File: src/frpf_pkg.sv
// shared constants and types for the flat region peak finder
// no dependencies; imported by frpf_eval, flat_region_peak_finder and the bench

package frpf_pkg;

    // default widths of the amplitude and the index/count fields
    localparam int AMP_WIDTH_DEF   = 24;
    localparam int INDEX_WIDTH_DEF = 16;

    // fixed field widths
    localparam int POS_WIDTH  = 32;
    localparam int THR_WIDTH  = 23;
    localparam int HW_WIDTH   = 31;
    localparam int ADDR_WIDTH = 8;
    localparam int DATA_WIDTH = 32;

    // configuration register indexes
    localparam logic [ADDR_WIDTH-1:0] REG_PEAK_THRESHOLD = 8'd0;
    localparam logic [ADDR_WIDTH-1:0] REG_HALF_WIDTH     = 8'd1;

    // register reset values
    localparam logic [THR_WIDTH-1:0] THR_RESET = 23'd5243;
    localparam logic [HW_WIDTH-1:0]  HW_RESET  = 31'd1073741824;

    // decisions of the compare unit for the held sample
    typedef struct packed {
        logic flat;      // |new amp - held amp| < threshold
        logic in_roi;    // |held pos| < half width
        logic distinct;  // |held amp - last peak amp| > threshold
    } t_eval_flags;

endpackage

File: src/flat_region_peak_finder.sv
// top level of the flat region peak finder: stream ports, trace state, result register
// depends on frpf_pkg and frpf_eval
//
//  channel  | direction | handshake            | payload
//  ---------+-----------+----------------------+-----------------------------------------
//  s        | in        | i_s_tvalid/o_s_tready | tdata: x_pos, y_amp; tuser: trace_start
//  m        | out       | o_m_tvalid/i_m_tready | tdata: peak_index, peak_value, peak_number
//  cfg      | in        | i_cfg_valid/o_cfg_ready | addr: register index; data: value
//
//  one sample is taken every cycle while the input is not stalled; the held-sample
//  compares and the state update finish in the cycle the sample is accepted, and a
//  report appears in the result register on the next cycle.
//  the input is stalled only while a report sits in the result register and the
//  sink holds off. cfg writes are always accepted.
//  synchronous active-low reset restores register defaults and clears trace history.

module flat_region_peak_finder
    import frpf_pkg::*;
#(
    parameter int AMP_WIDTH   = AMP_WIDTH_DEF,
    parameter int INDEX_WIDTH = INDEX_WIDTH_DEF,
    localparam int IN_W  = ((POS_WIDTH + AMP_WIDTH + 7) / 8) * 8,
    localparam int OUT_W = ((2 * INDEX_WIDTH + AMP_WIDTH + 7) / 8) * 8
) (
    input  logic                  i_clk,
    input  logic                  i_rst_n,
    // sample stream
    input  logic                  i_s_tvalid,
    output logic                  o_s_tready,
    input  logic [IN_W-1:0]       i_s_tdata,   // x_pos, y_amp, zero pad
    input  logic [0:0]            i_s_tuser,   // trace_start
    // peak stream
    output logic                  o_m_tvalid,
    input  logic                  i_m_tready,
    output logic [OUT_W-1:0]      o_m_tdata,   // peak_index, peak_value, peak_number, zero pad
    // configuration writes
    input  logic                  i_cfg_valid,
    output logic                  o_cfg_ready,
    input  logic [ADDR_WIDTH-1:0] i_cfg_addr,
    input  logic [DATA_WIDTH-1:0] i_cfg_data
);

    localparam int PAY_W = 2 * INDEX_WIDTH + AMP_WIDTH;

    // configuration registers
    logic [THR_WIDTH-1:0] r_threshold;
    logic [HW_WIDTH-1:0]  r_half_width;

    // trace state
    logic signed [AMP_WIDTH-1:0] r_held_amp;
    logic signed [POS_WIDTH-1:0] r_held_pos;
    logic                        r_held_valid;
    logic [INDEX_WIDTH-1:0]      r_sample_count;
    logic signed [AMP_WIDTH-1:0] r_last_peak_amp;
    logic                        r_peak_seen;
    logic [INDEX_WIDTH-1:0]      r_peaks_reported;

    // result register
    logic                        r_out_valid;
    logic [INDEX_WIDTH-1:0]      r_out_index;
    logic signed [AMP_WIDTH-1:0] r_out_value;
    logic [INDEX_WIDTH-1:0]      r_out_number;

    logic signed [POS_WIDTH-1:0] in_pos;
    logic signed [AMP_WIDTH-1:0] in_amp;
    logic                        in_accept;
    logic                        is_start;
    logic                        fire;
    logic [INDEX_WIDTH-1:0]      n_peaks_reported;
    logic [INDEX_WIDTH-1:0]      n_sample_count;
    t_eval_flags                 flags;

    // unpack the request
    assign in_pos = i_s_tdata[POS_WIDTH-1:0];
    assign in_amp = i_s_tdata[POS_WIDTH +: AMP_WIDTH];

    // handshakes
    assign o_s_tready  = !r_out_valid || i_m_tready;
    assign in_accept   = i_s_tvalid && o_s_tready;
    assign o_cfg_ready = 1'b1;

    // a new trace begins on the marker or when nothing is held yet
    assign is_start = i_s_tuser[0] || !r_held_valid;

    frpf_eval #(
        .AMP_WIDTH (AMP_WIDTH)
    ) u_eval (
        .i_new_amp    (in_amp),
        .i_held_amp   (r_held_amp),
        .i_held_pos   (r_held_pos),
        .i_last_amp   (r_last_peak_amp),
        .i_threshold  (r_threshold),
        .i_half_width (r_half_width),
        .o_flags      (flags)
    );

    // report decision for the held sample
    assign fire = in_accept && !is_start && flags.flat && flags.in_roi &&
                  (!r_peak_seen || flags.distinct);

    // saturating counters
    assign n_peaks_reported = (r_peaks_reported == '1) ? r_peaks_reported
                                                       : r_peaks_reported + 1'b1;
    assign n_sample_count   = (r_sample_count == '1) ? r_sample_count
                                                     : r_sample_count + 1'b1;

    // configuration writes
    always_ff @(posedge i_clk) begin
        if (!i_rst_n) begin
            r_threshold  <= THR_RESET;
            r_half_width <= HW_RESET;
        end else if (i_cfg_valid) begin
            case (i_cfg_addr)
                REG_PEAK_THRESHOLD: r_threshold  <= i_cfg_data[THR_WIDTH-1:0];
                REG_HALF_WIDTH:     r_half_width <= i_cfg_data[HW_WIDTH-1:0];
                default: ;
            endcase
        end
    end

    // trace control state
    always_ff @(posedge i_clk) begin
        if (!i_rst_n) begin
            r_held_valid     <= 1'b0;
            r_sample_count   <= '0;
            r_peak_seen      <= 1'b0;
            r_peaks_reported <= '0;
        end else if (in_accept) begin
            r_held_valid <= 1'b1;
            if (is_start) begin
                r_sample_count   <= '0;
                r_peak_seen      <= 1'b0;
                r_peaks_reported <= '0;
            end else begin
                r_sample_count <= n_sample_count;
                if (fire) begin
                    r_peak_seen      <= 1'b1;
                    r_peaks_reported <= n_peaks_reported;
                end
            end
        end
    end

    // held sample and last peak amplitude
    always_ff @(posedge i_clk) begin
        if (in_accept) begin
            r_held_amp <= in_amp;
            r_held_pos <= in_pos;
        end
        if (fire) begin
            r_last_peak_amp <= r_held_amp;
        end
    end

    // result register
    always_ff @(posedge i_clk) begin
        if (!i_rst_n) begin
            r_out_valid <= 1'b0;
        end else if (fire) begin
            r_out_valid <= 1'b1;
        end else if (i_m_tready) begin
            r_out_valid <= 1'b0;
        end
    end

    always_ff @(posedge i_clk) begin
        if (fire) begin
            r_out_index  <= r_sample_count;
            r_out_value  <= r_held_amp;
            r_out_number <= n_peaks_reported;
        end
    end

    assign o_m_tvalid = r_out_valid;
    assign o_m_tdata  = OUT_W'({r_out_number, r_out_value, r_out_index});

    // peak count and seen flag move together
    a_seen_count: assert property (@(posedge i_clk) disable iff (!i_rst_n)
        r_peak_seen == (r_peaks_reported != '0))
        else $error("peak seen flag disagrees with peak count");

    // a trace start never produces a report
    a_start_quiet: assert property (@(posedge i_clk) disable iff (!i_rst_n)
        (in_accept && is_start) |=> !$rose(r_out_valid))
        else $error("report produced on trace start");

    // a report marks the trace as having a peak
    a_fire_seen: assert property (@(posedge i_clk) disable iff (!i_rst_n)
        fire |=> (r_peak_seen && r_out_valid))
        else $error("report without peak state update");

    // reported peak number is never zero
    a_number_nonzero: assert property (@(posedge i_clk) disable iff (!i_rst_n)
        r_out_valid |-> (r_out_number != '0))
        else $error("reported peak number is zero");

    // padding width check for the packed result
    localparam int PAD_W = OUT_W - PAY_W;
    a_pad_zero: assert property (@(posedge i_clk) disable iff (!i_rst_n)
        r_out_valid |-> (PAD_W == 0 || (o_m_tdata >> PAY_W) == '0))
        else $error("result padding not zero");

endmodule

File: src/frpf_eval.sv
// compare unit: flatness, region of interest and duplicate tests on the held sample
// depends on frpf_pkg

module frpf_eval
    import frpf_pkg::*;
#(
    parameter int AMP_WIDTH = AMP_WIDTH_DEF
) (
    input  logic signed [AMP_WIDTH-1:0] i_new_amp,
    input  logic signed [AMP_WIDTH-1:0] i_held_amp,
    input  logic signed [POS_WIDTH-1:0] i_held_pos,
    input  logic signed [AMP_WIDTH-1:0] i_last_amp,
    input  logic        [THR_WIDTH-1:0] i_threshold,
    input  logic        [HW_WIDTH-1:0]  i_half_width,
    output t_eval_flags                 o_flags
);

    // compare width covers both the difference magnitude and the threshold
    localparam int DW = AMP_WIDTH + 1;
    localparam int CW = (DW > THR_WIDTH) ? DW : THR_WIDTH;

    logic signed [DW-1:0] diff_step;
    logic signed [DW-1:0] diff_peak;
    logic        [DW-1:0] mag_step;
    logic        [DW-1:0] mag_peak;
    logic        [POS_WIDTH-1:0] mag_pos;
    logic        [CW-1:0] thr_ext;

    // exact differences, one bit wider than the amplitude
    assign diff_step = DW'(i_new_amp) - DW'(i_held_amp);
    assign diff_peak = DW'(i_held_amp) - DW'(i_last_amp);

    // magnitudes; the most negative value still fits unsigned
    assign mag_step = diff_step[DW-1] ? DW'(-diff_step) : DW'(diff_step);
    assign mag_peak = diff_peak[DW-1] ? DW'(-diff_peak) : DW'(diff_peak);
    assign mag_pos  = i_held_pos[POS_WIDTH-1] ? POS_WIDTH'(-i_held_pos)
                                              : POS_WIDTH'(i_held_pos);

    assign thr_ext = CW'(i_threshold);

    // decisions
    assign o_flags.flat     = CW'(mag_step) < thr_ext;
    assign o_flags.distinct = CW'(mag_peak) > thr_ext;
    assign o_flags.in_roi   = mag_pos < {1'b0, i_half_width};

endmodule

File: config.mk
export PLATFORM = sky130hd
export DESIGN_NAME = flat_region_peak_finder
export DESIGN_NICKNAME = d
export VERILOG_FILES = /design/src/frpf_pkg.sv /design/src/flat_region_peak_finder.sv /design/src/frpf_eval.sv
export SDC_FILE = /design/constraint.sdc
export NUM_CORES = 1
export LEC_CHECK = 0
export BUFFER_PORTS_ARGS = -buffer_cell sky130_fd_sc_hd__buf_4
export CORE_MARGIN = 4
export CORE_UTILIZATION = 64
export CTS_CLUSTER_DIAMETER = 30
export DETAILED_ROUTE_END_ITERATION = 8
export PLACE_DENSITY = 0.86
export SLEW_MARGIN = 0
export SYNTH_ARGS = -nofsm -noshare
export SYNTH_HDL_FRONTEND = slang
export SYNTH_HIERARCHICAL = 1
export SYNTH_SLANG_ARGS = --single-unit
export TNS_END_PERCENT = 5
File: constraint.sdc
create_clock -name i_clk -period 10.2 [get_ports i_clk]
set_input_delay 0.51 -clock i_clk [delete_from_list [all_inputs] [get_ports i_clk]]
set_output_delay 0.51 -clock i_clk [all_outputs]
set_load 0.05 [all_outputs]
# Word level (Yosys, flattened, before mapping)
# Index checks and enable logic that the tools add are counted.
# W data, S select, Z words.
[word_totals]
regBits = 201
latchBits = 0
ramBits = 0
romBits = 0
in_bits = 102
out_inout_bits = 59
elab_cells = 57
n_memories = 0
[op_classes]
addsub = 7
mul = 0
div = 0
n_lt_le_gt_ge = 3
eq_ne = 4
n_shift = 0
n_mux = 12
n_bitwise = 0
reduce_logical = 19
[ops]
columns = ["operator", "n"]
rows = [
  ["$mux W16", 5],
  ["$mux W25", 2],
  ["$neg A25 Y25", 2],
  ["$sub A24 B24 Y25", 2],
  ["$add A16 B1 Y16 const B", 2],
  ["$eq A16 B16 Y1 const B", 2],
  ["$lt A32 B31 Y1", 1],
  ["$mux W32", 1],
  ["$neg A32 Y32", 1],
  ["$gt A25 B23 Y1", 1],
  ["$lt A25 B23 Y1", 1],
  ["$eq A8 B1 Y1 const B", 1],
  ["$logic_not A8 Y1", 1],
  ["$reduce_and A2 Y1", 4],
  ["$logic_and A1 B1 Y1", 5],
  ["$logic_not A1 Y1", 4],
  ["$mux W1", 4],
  ["$reduce_bool A2 Y1", 2],
  ["$logic_or A1 B1 Y1", 3],
  ["$ne A2 B2 Y1 const B", 1],
]

# Logic depth before layout (Yosys ltp)
[logic_depth]
depth_word = 9
ltp_mapped = 31
depth_no_buf = 29

# Hierarchy
# The synthesis kept the hierarchy.
[by_module_without_submodules]
columns = ["mod", "n_inst", "cells_per_inst", "area_per_inst_um2", "seq_area_each_um2"]
rows = [
  ["flat_region_peak_finder", 1, 608, 7273.2, 5144.9],
  ["frpf_eval", 1, 906, 6262.3, 0.0],
]

# Least setup slack after synthesis
# Ideal clock, no wire load.
[synth_timing]
path_type = "register to register"
from = "reg r_out_value[0] (netlist name)"
to = "reg r_peaks_reported[14]"
setup_ns = 0.088
arrival_ns = 6.711
required_time_ns = 10.112
slack_ns = 3.401
path_stages_with_launch = 30
path_buffers = 2
synth_period_minus_slack_ns = 6.799
path_cell_list = "edfxtp_1 -> ha_1 -> fa_1 -> nand2b_1 -> a211o_1 -> a211oi_1 -> a221o_1 -> o221ai_1 -> o211a_1 -> nor2_1 -> clkbuf_1 -> a31oi_1 -> xnor2_1 -> ha_1 -> nand4_1 -> nor2_1 -> and3_1 -> o31ai_1 -> o2111ai_1 -> a221oi_1 -> o32ai_1 -> a41o_1 -> a21o_1 -> nor2b_1 -> or2_2 -> or2_0 -> clkbuf_1 -> inv_1 -> a41oi_1 -> a211oi_1"
[synth_rtl]
columns = ["item", "line", "text"]
rows = [
  ["end signal, assigned", "flat_region_peak_finder.sv:138", "r_peaks_reported <= n_peaks_reported;"],
  ["end, declared", "flat_region_peak_finder.sv:56", "logic [INDEX_WIDTH-1:0] r_peaks_reported;"],
]

==> impl_results.md <==
* Seq/Total Area, Yosys at 0.3801
* Req. time, crit path at 10.64 ns
* Post-route cell area at 16390 µm²
* Placer Congestion at 0.9358
* CTS Root Buffer Type: clkbuf_16
* Total CTS buffers at 41
* Vias per inst at 6.102
* Status: finished, final reports clean
* RSZ-0062 raised after global routing: false
* CP endpoint kind: flip-flop
* Lkg Pwr at 0.006708 µW
* R2r worst-path depth at 29
* Post_cts resized at 0
* Port Buffers at 158
* NumNets Final at 1913
* Yosys reg bits at 201
* Gr ovfl total at 0
* Cell Area, Placed at 14960 µm²
* Die area at 23540 µm²
* Number of flops mapped to enable cells by yosys at 112
* Core area at 20490 µm²
* Hold depth at 1
* Max stage delay on crit path at 0.54 ns
* Area growth syn-to-layout at 21.11%
* Hpwl dp at 25.59 mm
* Critical path class: flip-flop to flip-flop
* Drt first pass iters at 5
* Global-route wire length before repair at 58.75 mm
* Worst-path clk slew at 0.05 ns
* Clk buf depth at 3
* Synth Flop Type: edfxtp_1
* Final Cycle Share at 0.7458
* Initial antenna violation count at 0
* Io pins at 161
* Cell Rows at 52
* Fmax at 131.5 MHz
* Setup Viol. Count Final at 0
* Worst-margin pin slew at 1.146 ns
* Layout Utilization at 0.7999
* Max-cap check violation count at 0
* Total Routing Usage GR at 0.2970
* Clk_lat worst skew at 0.53 ns
* Starting Density at 0.6604
* Vias in the first global route at 12084
* Setup TNS at 0 ns
* Synth async-reset ratio at 0
* Slew Limit Fails at 0
* Slew headroom at 0.2360
* Die Width at 153.4 µm
* WL/cell at 18.14 µm
* Syn avg cell area at 8.940 µm²
* Syn_nets at 1746
* Type of the most critical hold path: input pin to flip-flop
* Final Power at 2813 µW
* Hold buffers post-CTS at 0
* Die H at 153.4 µm
* FILL cells at 1344
* Netlist cell types at 91
* Clock sinks at 201
* Crit start category: flip-flop
* Largest net degree at the start of global routing at 60
* DRT Wirelength at 35.98 mm
* Clock Skew at 0.02340 ns
* Layout cell share with drive strength beyond 1 at 0.1565
* Crit Path Max Fanout at 37
* Via count at 12101
* Maximum vdd drop at 0.0001557 V
* Iteration-0 DRC count of the detailed router at 888
* Cell count after synthesis at 1514
* P per Cell Area at 171.6 nW/µm²
* Max H-tree Level at 2
* DRC Markers at 0
* CTS tree: done
* Yosys warnings at 6
* Final min period at 7.607 ns
* Final Hold Viols at 0
* CP max stage cell: buf_4
* Mapped Area at 13540 µm²
* Post CTS Setup Buffer Count at 0
* Critical path arrival at 8.04 ns
* Antenna cells at 0
* Post-DRT Antenna Nets at 0
-- worst max-delay path, delay by kind of cell (launching register included) --
family	cells	cell delay, ns
buf+inv	3	1.02
compound gates	15	3.78
fa+ha+maj	3	0.86
simple gates	8	1.47
flops	1	0.37
-- cell usage in the layout, fill, tap and decap left out, drive strengths merged, types with 21 or more instances in the layout --
| cell type | instances |
|---|---|
| nand4 | 22 |
| nand3 | 37 |
| a31oi | 21 |
| ha | 128 |
| inv | 134 |
| nor2 | 89 |
| xnor2 | 94 |
| edfxtp | 112 |
| nor3 | 24 |
| buf | 165 |
| clkbuf | 45 |
| xor2 | 30 |
| nand2 | 200 |
| a21o | 37 |
| a21oi | 134 |
| o21ai | 56 |
| dfxtp | 89 |
-- final cells by class --
class | instances | area (µm²) | share of cell area
clock buffer | 45 | 1084 | 0.06610
clock inverter | 30 | 354.1 | 0.02160
inverter | 129 | 484.2 | 0.02954
multi-input combinational | 1143 | 7750 | 0.4728
sequential | 201 | 5145 | 0.3138
tap | 270 | 337.8 | 0.02061
timing repair buffer | 165 | 1239 | 0.07556
-- per-layer routing --
layer  up-vias  track usage  wire (µm)
met5         -            0          0
met4         0       0.1064       1105
met3        98      0.05683       2464
met2       495       0.5279      17980
met1      5720       0.3597      14430
li1       5788            -          -
-- sequential cells by signal (all words and copies together) (netlist names), 16 cells and up --
signal and flops:
r_threshold 23, r_out_index 16, r_held_pos 32, r_out_number 16
r_out_value 24, r_half_width 31, r_sample_count 16, r_peaks_reported 16
r_held_amp 24
-- power by group --
part,leakage [µW],total [µW],switching [µW],internal [µW]
Clock,0.000691,1370,449,924
Sequential,0.00175,894,16.2,878
Combinational,0.00427,546,317,230
Total,0.00671,2810,782,2030
-- synthesized netlist by cell type, types with 18 or more instances --
| cell | number | share of area |
|---|---|---|
| edfxtp_1 | 112 | 0.25 |
| nand3_1 | 36 | 0.013 |
| nand4_1 | 20 | 0.0092 |
| a21o_1 | 37 | 0.021 |
| a31oi_1 | 21 | 0.0097 |
| xnor2_1 | 94 | 0.061 |
| nor2b_1 | 18 | 0.0083 |
| xor2_1 | 30 | 0.019 |
| clkbuf_1 | 35 | 0.0097 |
| ha_1 | 128 | 0.12 |
| a21oi_1 | 134 | 0.050 |
| dfxtp_1 | 89 | 0.13 |
| inv_1 | 129 | 0.036 |
| nor3_1 | 24 | 0.0089 |
| nand2_1 | 200 | 0.055 |
| o21ai_0 | 54 | 0.020 |
| nor2_1 | 89 | 0.025 |
-- per-stage QoR --
| step | hold slack, ns | setup slack, ns | std cells |
|---|---|---|---|
| global placement | 0.4252 | 2.725 | 1908 |
| floorplan | 0.4186 | 3.401 | 1514 |
| finish | 0.1618 | 2.593 | 1983 |
| global route | 0.1492 | 1.977 | 1983 |
| detailed placement | 0.4404 | 2.497 | 1908 |
| CTS | 0.1466 | 2.631 | 1983 |
-- cells by family after synthesis --
logic type	count (synthesis)	synth area share
xor gates and xnor gates	124	0.08024
adders and majority gates	130	0.1213
DFF	201	0.3801
muxes	3	0.002311
buffers and inverters	170	0.04770
AOI/OAI and AO/OA	372	0.1776
other	1	0.0002770
and+or+nand+nor	513	0.1905
-- final timing paths --
kind	startpoint	endpoint	slack (ns)
worst max register to register	r_held_amp[0]$_DFFE_PP_	r_peaks_reported[14]$_SDFFE_PN0P_	2.59
worst max-delay path	r_held_amp[0]$_DFFE_PP_	r_peaks_reported[14]$_SDFFE_PN0P_	2.59
worst min register to register	r_half_width[14]$_SDFFE_PN0P_	r_half_width[14]$_SDFFE_PN0P_	0.45
worst min-delay path	i_s_tdata[10]	r_held_pos[10]$_DFFE_PP_	0.16
No activity file was read; power rests on OpenSTA's default activity.
